$ cat src/rtl/bdss_pkg.sv
`timescale 1ns / 1ps
// shared types, codes and slot tables of the bitplane dma slot sequencer
package bdss_pkg;

  typedef enum logic [1:0] {
    CMD_SLOT_TICK = 2'd0,
    CMD_NEW_LINE  = 2'd1,
    CMD_PTR_WRITE = 2'd2,
    CMD_RESERVED  = 2'd3
  } cmd_t;

  typedef enum logic [1:0] {
    ACT_NONE       = 2'd0,
    ACT_FETCH      = 2'd1,
    ACT_BACKGROUND = 2'd2
  } act_t;

  // configuration register indexes
  localparam logic [2:0] CFG_DMA_ENABLE  = 3'd0;
  localparam logic [2:0] CFG_HIRES_MODE  = 3'd1;
  localparam logic [2:0] CFG_PLANE_COUNT = 3'd2;
  localparam logic [2:0] CFG_EVEN_MOD    = 3'd3;
  localparam logic [2:0] CFG_ODD_MOD     = 3'd4;

  localparam logic [2:0] NO_PLANE   = 3'd7;
  localparam logic [2:0] PLANE_LIMIT = 3'd6;

  // slot decision handed from the slot controller to the datapath
  typedef struct packed {
    logic       used;
    act_t       action;
    logic [2:0] plane;
  } slot_t;

  // pointer file request for the transaction being worked on
  typedef struct packed {
    logic       bump;
    logic       new_line;
    logic       load;
    logic [2:0] plane;
  } ptr_req_t;

  function automatic logic [2:0] lowres_plane(input logic [2:0] slot);
    logic [2:0] p;
    case (slot)
      3'd0:    p = NO_PLANE;
      3'd1:    p = 3'd3;
      3'd2:    p = 3'd5;
      3'd3:    p = 3'd1;
      3'd4:    p = NO_PLANE;
      3'd5:    p = 3'd2;
      3'd6:    p = 3'd4;
      3'd7:    p = 3'd0;
      default: p = NO_PLANE;
    endcase
    return p;
  endfunction

  function automatic logic [2:0] hires_plane(input logic [2:0] slot);
    logic [2:0] p;
    case (slot[1:0])
      2'd0:    p = 3'd3;
      2'd1:    p = 3'd1;
      2'd2:    p = 3'd2;
      2'd3:    p = 3'd0;
      default: p = NO_PLANE;
    endcase
    return p;
  endfunction

endpackage

$ cat src/rtl/bdss_slot_ctrl.sv
`timescale 1ns / 1ps
// fetch run flag, slot counter and per-slot plane decision
module bdss_slot_ctrl import bdss_pkg::*; (
  input  logic       clk,
  input  logic       rst_n,
  input  logic       step_en,
  input  logic       dma_enable,
  input  logic       hires_mode,
  input  logic [2:0] plane_count,
  input  logic       window_open,
  input  logic       fetch_begin,
  output slot_t      slot
);

  logic       fetch_active_r, fetch_active_nxt;
  logic [2:0] slot_cnt_r, slot_cnt_nxt;

  always_comb begin
    logic       fa;
    logic       show;
    logic [2:0] cnt;
    logic [2:0] p;
    fa          = fetch_active_r;
    cnt         = slot_cnt_r;
    show        = 1'b1;
    p           = NO_PLANE;
    slot.used   = 1'b0;
    slot.action = ACT_BACKGROUND;
    slot.plane  = 3'd0;
    if (dma_enable && plane_count != 3'd0) begin
      if (!fa) begin
        show = window_open;
        fa   = fetch_begin;
        cnt  = 3'd0;
      end
      if (fa) begin
        p           = hires_mode ? hires_plane(cnt) : lowres_plane(cnt);
        cnt         = cnt + 3'd1;
        slot.action = ACT_NONE;
        if (p < plane_count) begin
          // plane 0 closes the run
          if (p == 3'd0) fa = 1'b0;
          slot.action = show ? ACT_FETCH : ACT_BACKGROUND;
          slot.plane  = p;
          slot.used   = 1'b1;
        end
      end
    end
    fetch_active_nxt = step_en ? fa : fetch_active_r;
    slot_cnt_nxt     = step_en ? cnt : slot_cnt_r;
  end

  always_ff @(posedge clk) begin
    if (!rst_n) begin
      fetch_active_r <= 1'b0;
      slot_cnt_r     <= 3'd0;
    end else begin
      fetch_active_r <= fetch_active_nxt;
      slot_cnt_r     <= slot_cnt_nxt;
    end
  end

`ifndef NO_ASSERTIONS
  a_plane0_ends_run: assert property (@(posedge clk) disable iff (!rst_n)
    step_en && slot.used && slot.plane == 3'd0 |=> !fetch_active_r)
    else $error("run still active after plane 0 slot");

  a_idle_resets_counter: assert property (@(posedge clk) disable iff (!rst_n)
    step_en && !fetch_active_r && dma_enable && plane_count != 3'd0 && !fetch_begin
    |=> slot_cnt_r == $past(slot_cnt_r) || slot_cnt_r == 3'd0)
    else $error("slot counter moved while idle");

  a_used_in_range: assert property (@(posedge clk) disable iff (!rst_n)
    slot.used |-> slot.plane < plane_count && slot.action != ACT_NONE)
    else $error("slot served an inactive plane");
`endif

endmodule

$ cat src/rtl/bdss_ptr_file.sv
`timescale 1ns / 1ps
// bitplane pointer registers with bump, line modulo add and load
module bdss_ptr_file import bdss_pkg::*; #(
  parameter int MAX_PLANES   = 6,
  parameter int ADDRESS_BITS = 24
) (
  input  logic               clk,
  input  ptr_req_t           req,
  input  logic [2:0]         plane_count,
  input  logic signed [15:0] even_mod,
  input  logic signed [15:0] odd_mod,
  input  logic [23:0]        wr_value,
  output logic [23:0]        rd_addr
);

  localparam int IW = (MAX_PLANES > 1) ? $clog2(MAX_PLANES) : 1;
  localparam logic [2:0] NPL = 3'(MAX_PLANES);

  logic [ADDRESS_BITS-1:0] ptr_r [MAX_PLANES];
  logic [ADDRESS_BITS-1:0] even_ext, odd_ext, load_ext;
  logic                    in_range;

  assign even_ext = ADDRESS_BITS'(even_mod);
  assign odd_ext  = ADDRESS_BITS'(odd_mod);
  assign load_ext = ADDRESS_BITS'(wr_value);
  assign in_range = req.plane < NPL;
  assign rd_addr  = in_range ? 24'(ptr_r[req.plane[IW-1:0]]) : 24'd0;

  for (genvar g = 0; g < MAX_PLANES; g++) begin : g_ptr
    localparam logic [2:0] IDX = 3'(g);
    localparam bit         ODD = (g % 2) == 1;
    always_ff @(posedge clk) begin
      if (req.load && req.plane == IDX) begin
        ptr_r[g] <= load_ext;
      end else if (req.bump && req.plane == IDX) begin
        ptr_r[g] <= ptr_r[g] + ADDRESS_BITS'(2);
      end else if (req.new_line && IDX < plane_count) begin
        ptr_r[g] <= ptr_r[g] + (ODD ? odd_ext : even_ext);
      end
    end
  end

endmodule

$ cat src/rtl/bitplane_dma_slot_sequencer_core.sv
`timescale 1ns / 1ps
// bitplane dma slot sequencer top: input register, slot logic, pointer file, result register
// path: an accepted transaction is held in the input register, worked on once the result
//   register can take a new value, and registered there to show on out_tvalid
// throughput: one transaction per cycle, sustained while out_tready stays high
// reset: synchronous active-low rst_n clears handshake state, run flag, slot counter and
//   configuration; plane pointers have no reset and hold garbage until loaded
module bitplane_dma_slot_sequencer_core import bdss_pkg::*; #(
  parameter int MAX_PLANES   = 6,
  parameter int ADDRESS_BITS = 24
) (
  input  logic        clk,
  input  logic        rst_n,
  input  logic        in_tvalid,
  output logic        in_tready,
  // window_open[0], fetch_begin[1], plane_select[4:2], pointer_value[28:5], zero[31:29]
  input  logic [31:0] in_tdata,
  // command[1:0]
  input  logic [1:0]  in_tuser,
  output logic        out_tvalid,
  input  logic        out_tready,
  // plane_index[2:0], fetch_address[26:3], slot_used[27], zero[31:28]
  output logic [31:0] out_tdata,
  // action[1:0]
  output logic [1:0]  out_tuser,
  input  logic        cfg_wr_en,
  input  logic [2:0]  cfg_index,
  input  logic [15:0] cfg_wdata
);

  localparam logic [2:0] NPL = 3'(MAX_PLANES);

  // configuration registers
  logic               dma_enable_r;
  logic               hires_mode_r;
  logic [2:0]         plane_count_r;
  logic signed [15:0] even_mod_r;
  logic signed [15:0] odd_mod_r;

  // input register
  logic        in_valid_r, in_valid_nxt;
  logic [28:0] in_data_r;
  logic [1:0]  in_user_r;

  // result register
  logic        out_valid_r, out_valid_nxt;
  act_t        out_action_r;
  logic [2:0]  out_plane_r;
  logic [23:0] out_addr_r;
  logic        out_used_r;

  logic        advance;   // result register can take a new value
  logic        take;      // the held transaction is worked on this cycle
  cmd_t        cmd;
  logic        is_tick;
  logic [2:0]  count_sat;
  logic [2:0]  count;
  slot_t       slot;
  ptr_req_t    req;
  logic [23:0] rd_addr;

  act_t        res_action;
  logic [2:0]  res_plane;
  logic [23:0] res_addr;
  logic        res_used;

  // handshake: input side frees up whenever the result register moves
  assign advance   = !out_valid_r || out_tready;
  assign take      = in_valid_r && advance;
  assign in_tready = !in_valid_r || advance;

  assign in_valid_nxt  = (in_tvalid && in_tready) ? 1'b1 : (take ? 1'b0 : in_valid_r);
  assign out_valid_nxt = take ? 1'b1 : (out_tready ? 1'b0 : out_valid_r);

  assign cmd     = cmd_t'(in_user_r);
  assign is_tick = cmd == CMD_SLOT_TICK;

  // plane count saturates at six and at the instantiated plane count
  assign count_sat = (plane_count_r > PLANE_LIMIT) ? PLANE_LIMIT : plane_count_r;
  assign count     = (count_sat > NPL) ? NPL : count_sat;

  bdss_slot_ctrl u_slot_ctrl (
    .clk         (clk),
    .rst_n       (rst_n),
    .step_en     (take && is_tick),
    .dma_enable  (dma_enable_r),
    .hires_mode  (hires_mode_r),
    .plane_count (count),
    .window_open (in_data_r[0]),
    .fetch_begin (in_data_r[1]),
    .slot        (slot)
  );

  // pointer file request: slot bump, line modulo add or direct load
  always_comb begin
    req.bump     = 1'b0;
    req.new_line = 1'b0;
    req.load     = 1'b0;
    req.plane    = slot.plane;
    case (cmd)
      CMD_SLOT_TICK: req.bump = take && slot.used;
      CMD_NEW_LINE:  req.new_line = take;
      CMD_PTR_WRITE: begin
        req.load  = take;
        req.plane = in_data_r[4:2];
      end
      default: req.plane = slot.plane;
    endcase
  end

  bdss_ptr_file #(
    .MAX_PLANES   (MAX_PLANES),
    .ADDRESS_BITS (ADDRESS_BITS)
  ) u_ptr_file (
    .clk         (clk),
    .req         (req),
    .plane_count (count),
    .even_mod    (even_mod_r),
    .odd_mod     (odd_mod_r),
    .wr_value    (in_data_r[28:5]),
    .rd_addr     (rd_addr)
  );

  // only a slot tick produces a nonzero result
  assign res_action = is_tick ? slot.action : ACT_NONE;
  assign res_plane  = is_tick ? slot.plane : 3'd0;
  assign res_used   = is_tick && slot.used;
  assign res_addr   = (is_tick && slot.action == ACT_FETCH) ? rd_addr : 24'd0;

  always_ff @(posedge clk) begin
    if (!rst_n) begin
      in_valid_r    <= 1'b0;
      out_valid_r   <= 1'b0;
      dma_enable_r  <= 1'b0;
      hires_mode_r  <= 1'b0;
      plane_count_r <= 3'd0;
      even_mod_r    <= 16'sd0;
      odd_mod_r     <= 16'sd0;
    end else begin
      in_valid_r  <= in_valid_nxt;
      out_valid_r <= out_valid_nxt;
      if (cfg_wr_en) begin
        case (cfg_index)
          CFG_DMA_ENABLE:  dma_enable_r  <= cfg_wdata[0];
          CFG_HIRES_MODE:  hires_mode_r  <= cfg_wdata[0];
          CFG_PLANE_COUNT: plane_count_r <= cfg_wdata[2:0];
          CFG_EVEN_MOD:    even_mod_r    <= cfg_wdata;
          CFG_ODD_MOD:     odd_mod_r     <= cfg_wdata;
          default:         dma_enable_r  <= dma_enable_r;
        endcase
      end
    end
  end

  // payload registers, no reset
  always_ff @(posedge clk) begin
    if (in_tvalid && in_tready) begin
      in_data_r <= in_tdata[28:0];
      in_user_r <= in_tuser;
    end
    if (take) begin
      out_action_r <= res_action;
      out_plane_r  <= res_plane;
      out_addr_r   <= res_addr;
      out_used_r   <= res_used;
    end
  end

  assign out_tvalid = out_valid_r;
  assign out_tdata  = {4'd0, out_used_r, out_addr_r, out_plane_r};
  assign out_tuser  = out_action_r;

`ifndef NO_ASSERTIONS
  a_used_has_action: assert property (@(posedge clk) disable iff (!rst_n)
    out_valid_r && out_used_r |-> out_action_r != ACT_NONE && out_plane_r < NPL)
    else $error("slot used without an action or with a bad plane");

  a_non_tick_zero: assert property (@(posedge clk) disable iff (!rst_n)
    take && !is_tick |=> out_action_r == ACT_NONE && !out_used_r &&
      out_plane_r == 3'd0 && out_addr_r == 24'd0)
    else $error("non-tick transaction gave a nonzero result");

  a_stall_only_on_output: assert property (@(posedge clk) disable iff (!rst_n)
    !in_tready |-> in_valid_r && out_valid_r && !out_tready)
    else $error("input stalled while result side is free");

  a_dma_off_background: assert property (@(posedge clk) disable iff (!rst_n)
    take && is_tick && !dma_enable_r |=> out_action_r == ACT_BACKGROUND && !out_used_r)
    else $error("tick with dma off did not give background");
`endif

endmodule

$ cat config.mk
export PLATFORM = sky130hd
export DESIGN_NAME = bitplane_dma_slot_sequencer_core
export DESIGN_NICKNAME = d
export VERILOG_FILES = /design/src/rtl/bdss_pkg.sv /design/src/rtl/bdss_slot_ctrl.sv /design/src/rtl/bdss_ptr_file.sv /design/src/rtl/bitplane_dma_slot_sequencer_core.sv
export SDC_FILE = /design/constraint.sdc
export NUM_CORES = 1
export LEC_CHECK = 0
export ABC_AREA = 1
export BUFFER_PORTS_ARGS = -buffer_cell sky130_fd_sc_hd__buf_2
export CORE_MARGIN = 1
export CORE_UTILIZATION = 53
export DETAILED_ROUTE_END_ITERATION = 10
export PLACE_DENSITY_LB_ADDON = 0.25
export SYNTH_ARGS = -nofsm -noshare
export SYNTH_HDL_FRONTEND = slang
export SYNTH_SLANG_ARGS = --single-unit
$ cat constraint.sdc
create_clock -name clk -period 7 [get_ports clk]
set_clock_uncertainty 0.1 [all_clocks]
set_input_delay 0.35 -clock clk [delete_from_list [all_inputs] [get_ports clk]]
set_output_delay 0.35 -clock clk [all_outputs]
set_load 0.1 [all_outputs]
==> flow_summary.yaml <==
pwr:
  finalPower_uw: 3899
  power.density_nw_per_um2: 147.3
  leakagePower_uw: 0.01227
  ir_worst_vdd_mv: 0.2072
logic_synthesis:
  synth.ff_latch_count: 248
  synthTopCellsByArea: "edfxtp_1 (26%), nand2_1 (16%), nand3_1 (8.0%)"
  synth_cell_types: 48
  synth_area_leader_cell: "edfxtp_1"
  avgSynthCellArea_um2: 6.751
  synth-main-ff-cell: "edfxtp_1"
  synth_edf_count: 205
  yosysWarnings: 0
  yosysTopAreaCellShare_pct: 25.53
  netlist_instances: 3572
  synth-async-reset-ratio_pct: 0
  syn_area_um2: 24120
  seq_area_frac_synth_pct: 29.10
cts:
  clockBufferDepth: 3
  clk_pin_slew_ns: 0.06
  cts_setup_buffers: 0
  tritoncts: "yes"
  cts_root_buf: "clkbuf_16"
  worstSkewPairLatency_ns: 0.62
  cts_max_level: 1
  cts.sinks: 248
  numCtsBuffers: 31
drt:
  first_iter_violations: 3008
  wl_per_cell_um: 20.56
  final_antenna_net_count: 0
  dr.pass1.iters: 6
  drc: 0
  routed_via_density: 5.955
  vias: 25480
  wl_um: 87990
grt:
  grt_util_met3_pct: 6.950
  grt_max_degree: 58
  use_met1_pct: 52.10
  grt_pass1_wl_um: 133600
  grt_pass1_vias: 23359
  globalRouteOverflowTotal: 0
  antenna_found_initial: 5
  grt_use_met2_pct: 55.65
  grt-busiest-layer: "met2"
  grt_usage_pct: 37.44
sta:
  fin_crit_ns: 4.888
  relSlewSlack_pct: 23.96
  fmax_ghz: 0.2046
  final_hold_viol_count: 0
  rsz0062_at_grt: "false"
  fin_crit_sh_pct: 69.82
  tns_ns: 0
  worstMarginPinSlew_ns: 1.137
  finalSetupViolCount: 0
  finalWorstSetupSlack_ns: 2.112
  report.final.slew_viol_count: 0
critical_path:
  cp_cell_sequence: "nand2_4 -> inv_2 -> or2_4 -> inv_1 -> ha_1 -> a21oi_1 -> nand4_1 -> nand2_4 -> inv_4 -> nand3_4 -> nand3_1"
  cp_common_cell: "nand2_4"
  timing.setup.critical_path_class: "reg2reg"
  crit_required_ns: 6.95
  max_stage_delay_ns: 0.87
  cp_slowest_cell: "nand3_1"
  start_kind: "flip-flop"
  crit_arrival_ns: 4.84
  cp-end-kind: "flip-flop"
  cp_max_fo: 57
floorplanning:
  fp-row-count: 77
  coreArea_um2: 44510
  die_area_um2: 46360
  io-pin-count: 94
  start_util_pct: 54.18
  die_x_um: 215.3
  die_y_um: 215.3
hold_path:
  hold_class: "in2reg"
finish:
  syn2layout_area_growth_pct: 9.718
  mostFrequentLayoutCell: "nand2_1"
  fin_nets: 3873
  layout_common_cells: "nand2_1 (1,059), nand3_1 (386), nor2_1 (341)"
  drive_gt1_share_pct: 6.538
  fillers: 4380
job:
  cap_violations: 0
placed_design:
  dp.final_hpwl_um: 65960
  port_buffers: 86
  dp_slack_ns: 2.219
  place_congestion: 1.036
run_status:
  status: "completed"
[cells by family after synthesis]
logic type,after synthesis,share of synthesized area [%]
compound gates,459,10.30
xor+xnor,186,6.755
fa+ha+maj,154,8.177
buf+inv,421,7.383
flops,248,29.10
other cells,1,0.01555
simple gates,2103,38.27
[report_power, final]
group / switching (uW) / total, uW / internal (uW)
Combinational: 415 / 593 / 178
Sequential: 40.6 / 1670 / 1630
Clock: 700 / 1630 / 934
Total: 1160 / 3900 / 2740
[state kept, by name, summed over array words and instances, names as in the netlist, 2 cells and up]
signal / flops
u_ptr_file.ptr_r: 144
in_data_r: 29
out_addr_r: 24
even_mod_r: 16
odd_mod_r: 16
out_plane_r: 3
plane_count_r: 3
u_slot_ctrl.slot_cnt_r: 3
cmd: 2
out_tuser: 2
[repair_timing]
action	CTS	global route
hold buffers	54	0
resized for setup	0	0
endpoints found under the setup margin	0	0
endpoints found under the hold margin	58	0
[metal layers]
layer,vias up,part of all wire (%)
li1,12287,-
met2,1375,41
met3,230,12
met4,6,5.8
met5,-,0.041
met1,11582,41
[worst max-delay path, delay by kind of cell, from the launching register on]
kind / cells / cell delay [ns]
compound gates: 1 / 0.38
fa+ha+maj: 1 / 0.28
simple gates: 6 / 2.28
buf+inv: 3 / 0.54
flops: 1 / 0.58
[synth_stat cells, types with 8 or more instances]
library cell,instances
nor2_1,341
buf_2,33
a21oi_1,206
inv_1,297
o211ai_1,12
nand3_1,386
buf_6,12
clkbuf_1,46
a211oi_1,9
or2_2,39
dfxtp_1,43
nand2_1,1059
nor4_1,11
a21boi_0,8
o21bai_1,22
ha_1,148
buf_4,17
a21o_1,9
edfxtp_1,205
o21ai_0,173
nor3_1,56
inv_2,8
xor2_1,124
nand4_1,166
xnor2_1,62
nand3b_1,10
[cell type report]
type,instances,area (um2),area share (%)
Antenna cell,1,2.502,0.009458
Clock buffer,41,885.9,3.348
Clock inverter,17,143.9,0.5438
Inverter,308,1161,4.388
Multi-Input combinational cell,2906,15340,57.98
Sequential cell,248,7017,26.52
Tap cell,592,740.7,2.799
Timing Repair Buffer,166,1166,4.407
[per-stage QoR]
stage,utilization [%],cells,area (um2),hold slack (ns)
floorplan,-,3575,24130,0.3489
global placement,55.91,4166,24890,0.3372
detailed placement,55.91,4166,24890,0.3452
CTS,59.44,4278,26460,0.01445
global route,59.44,4278,26460,0.02075
finish,59.45,4279,26460,0.02345
[worst paths after layout]
check,from,end,slack (ns),depth (start not counted)
worst max-delay path,u_slot_ctrl.fetch_active_r,u_ptr_file.ptr_r[1][16],2.11,11
worst min-delay path,cfg_wdata[1],plane_count_r[1],0.02,3
worst max register to register,u_slot_ctrl.fetch_active_r,u_ptr_file.ptr_r[1][16],2.11,11
worst min register to register,even_mod_r[15],even_mod_r[15],0.35,2
No activity file was read; power rests on OpenSTA's default activity.
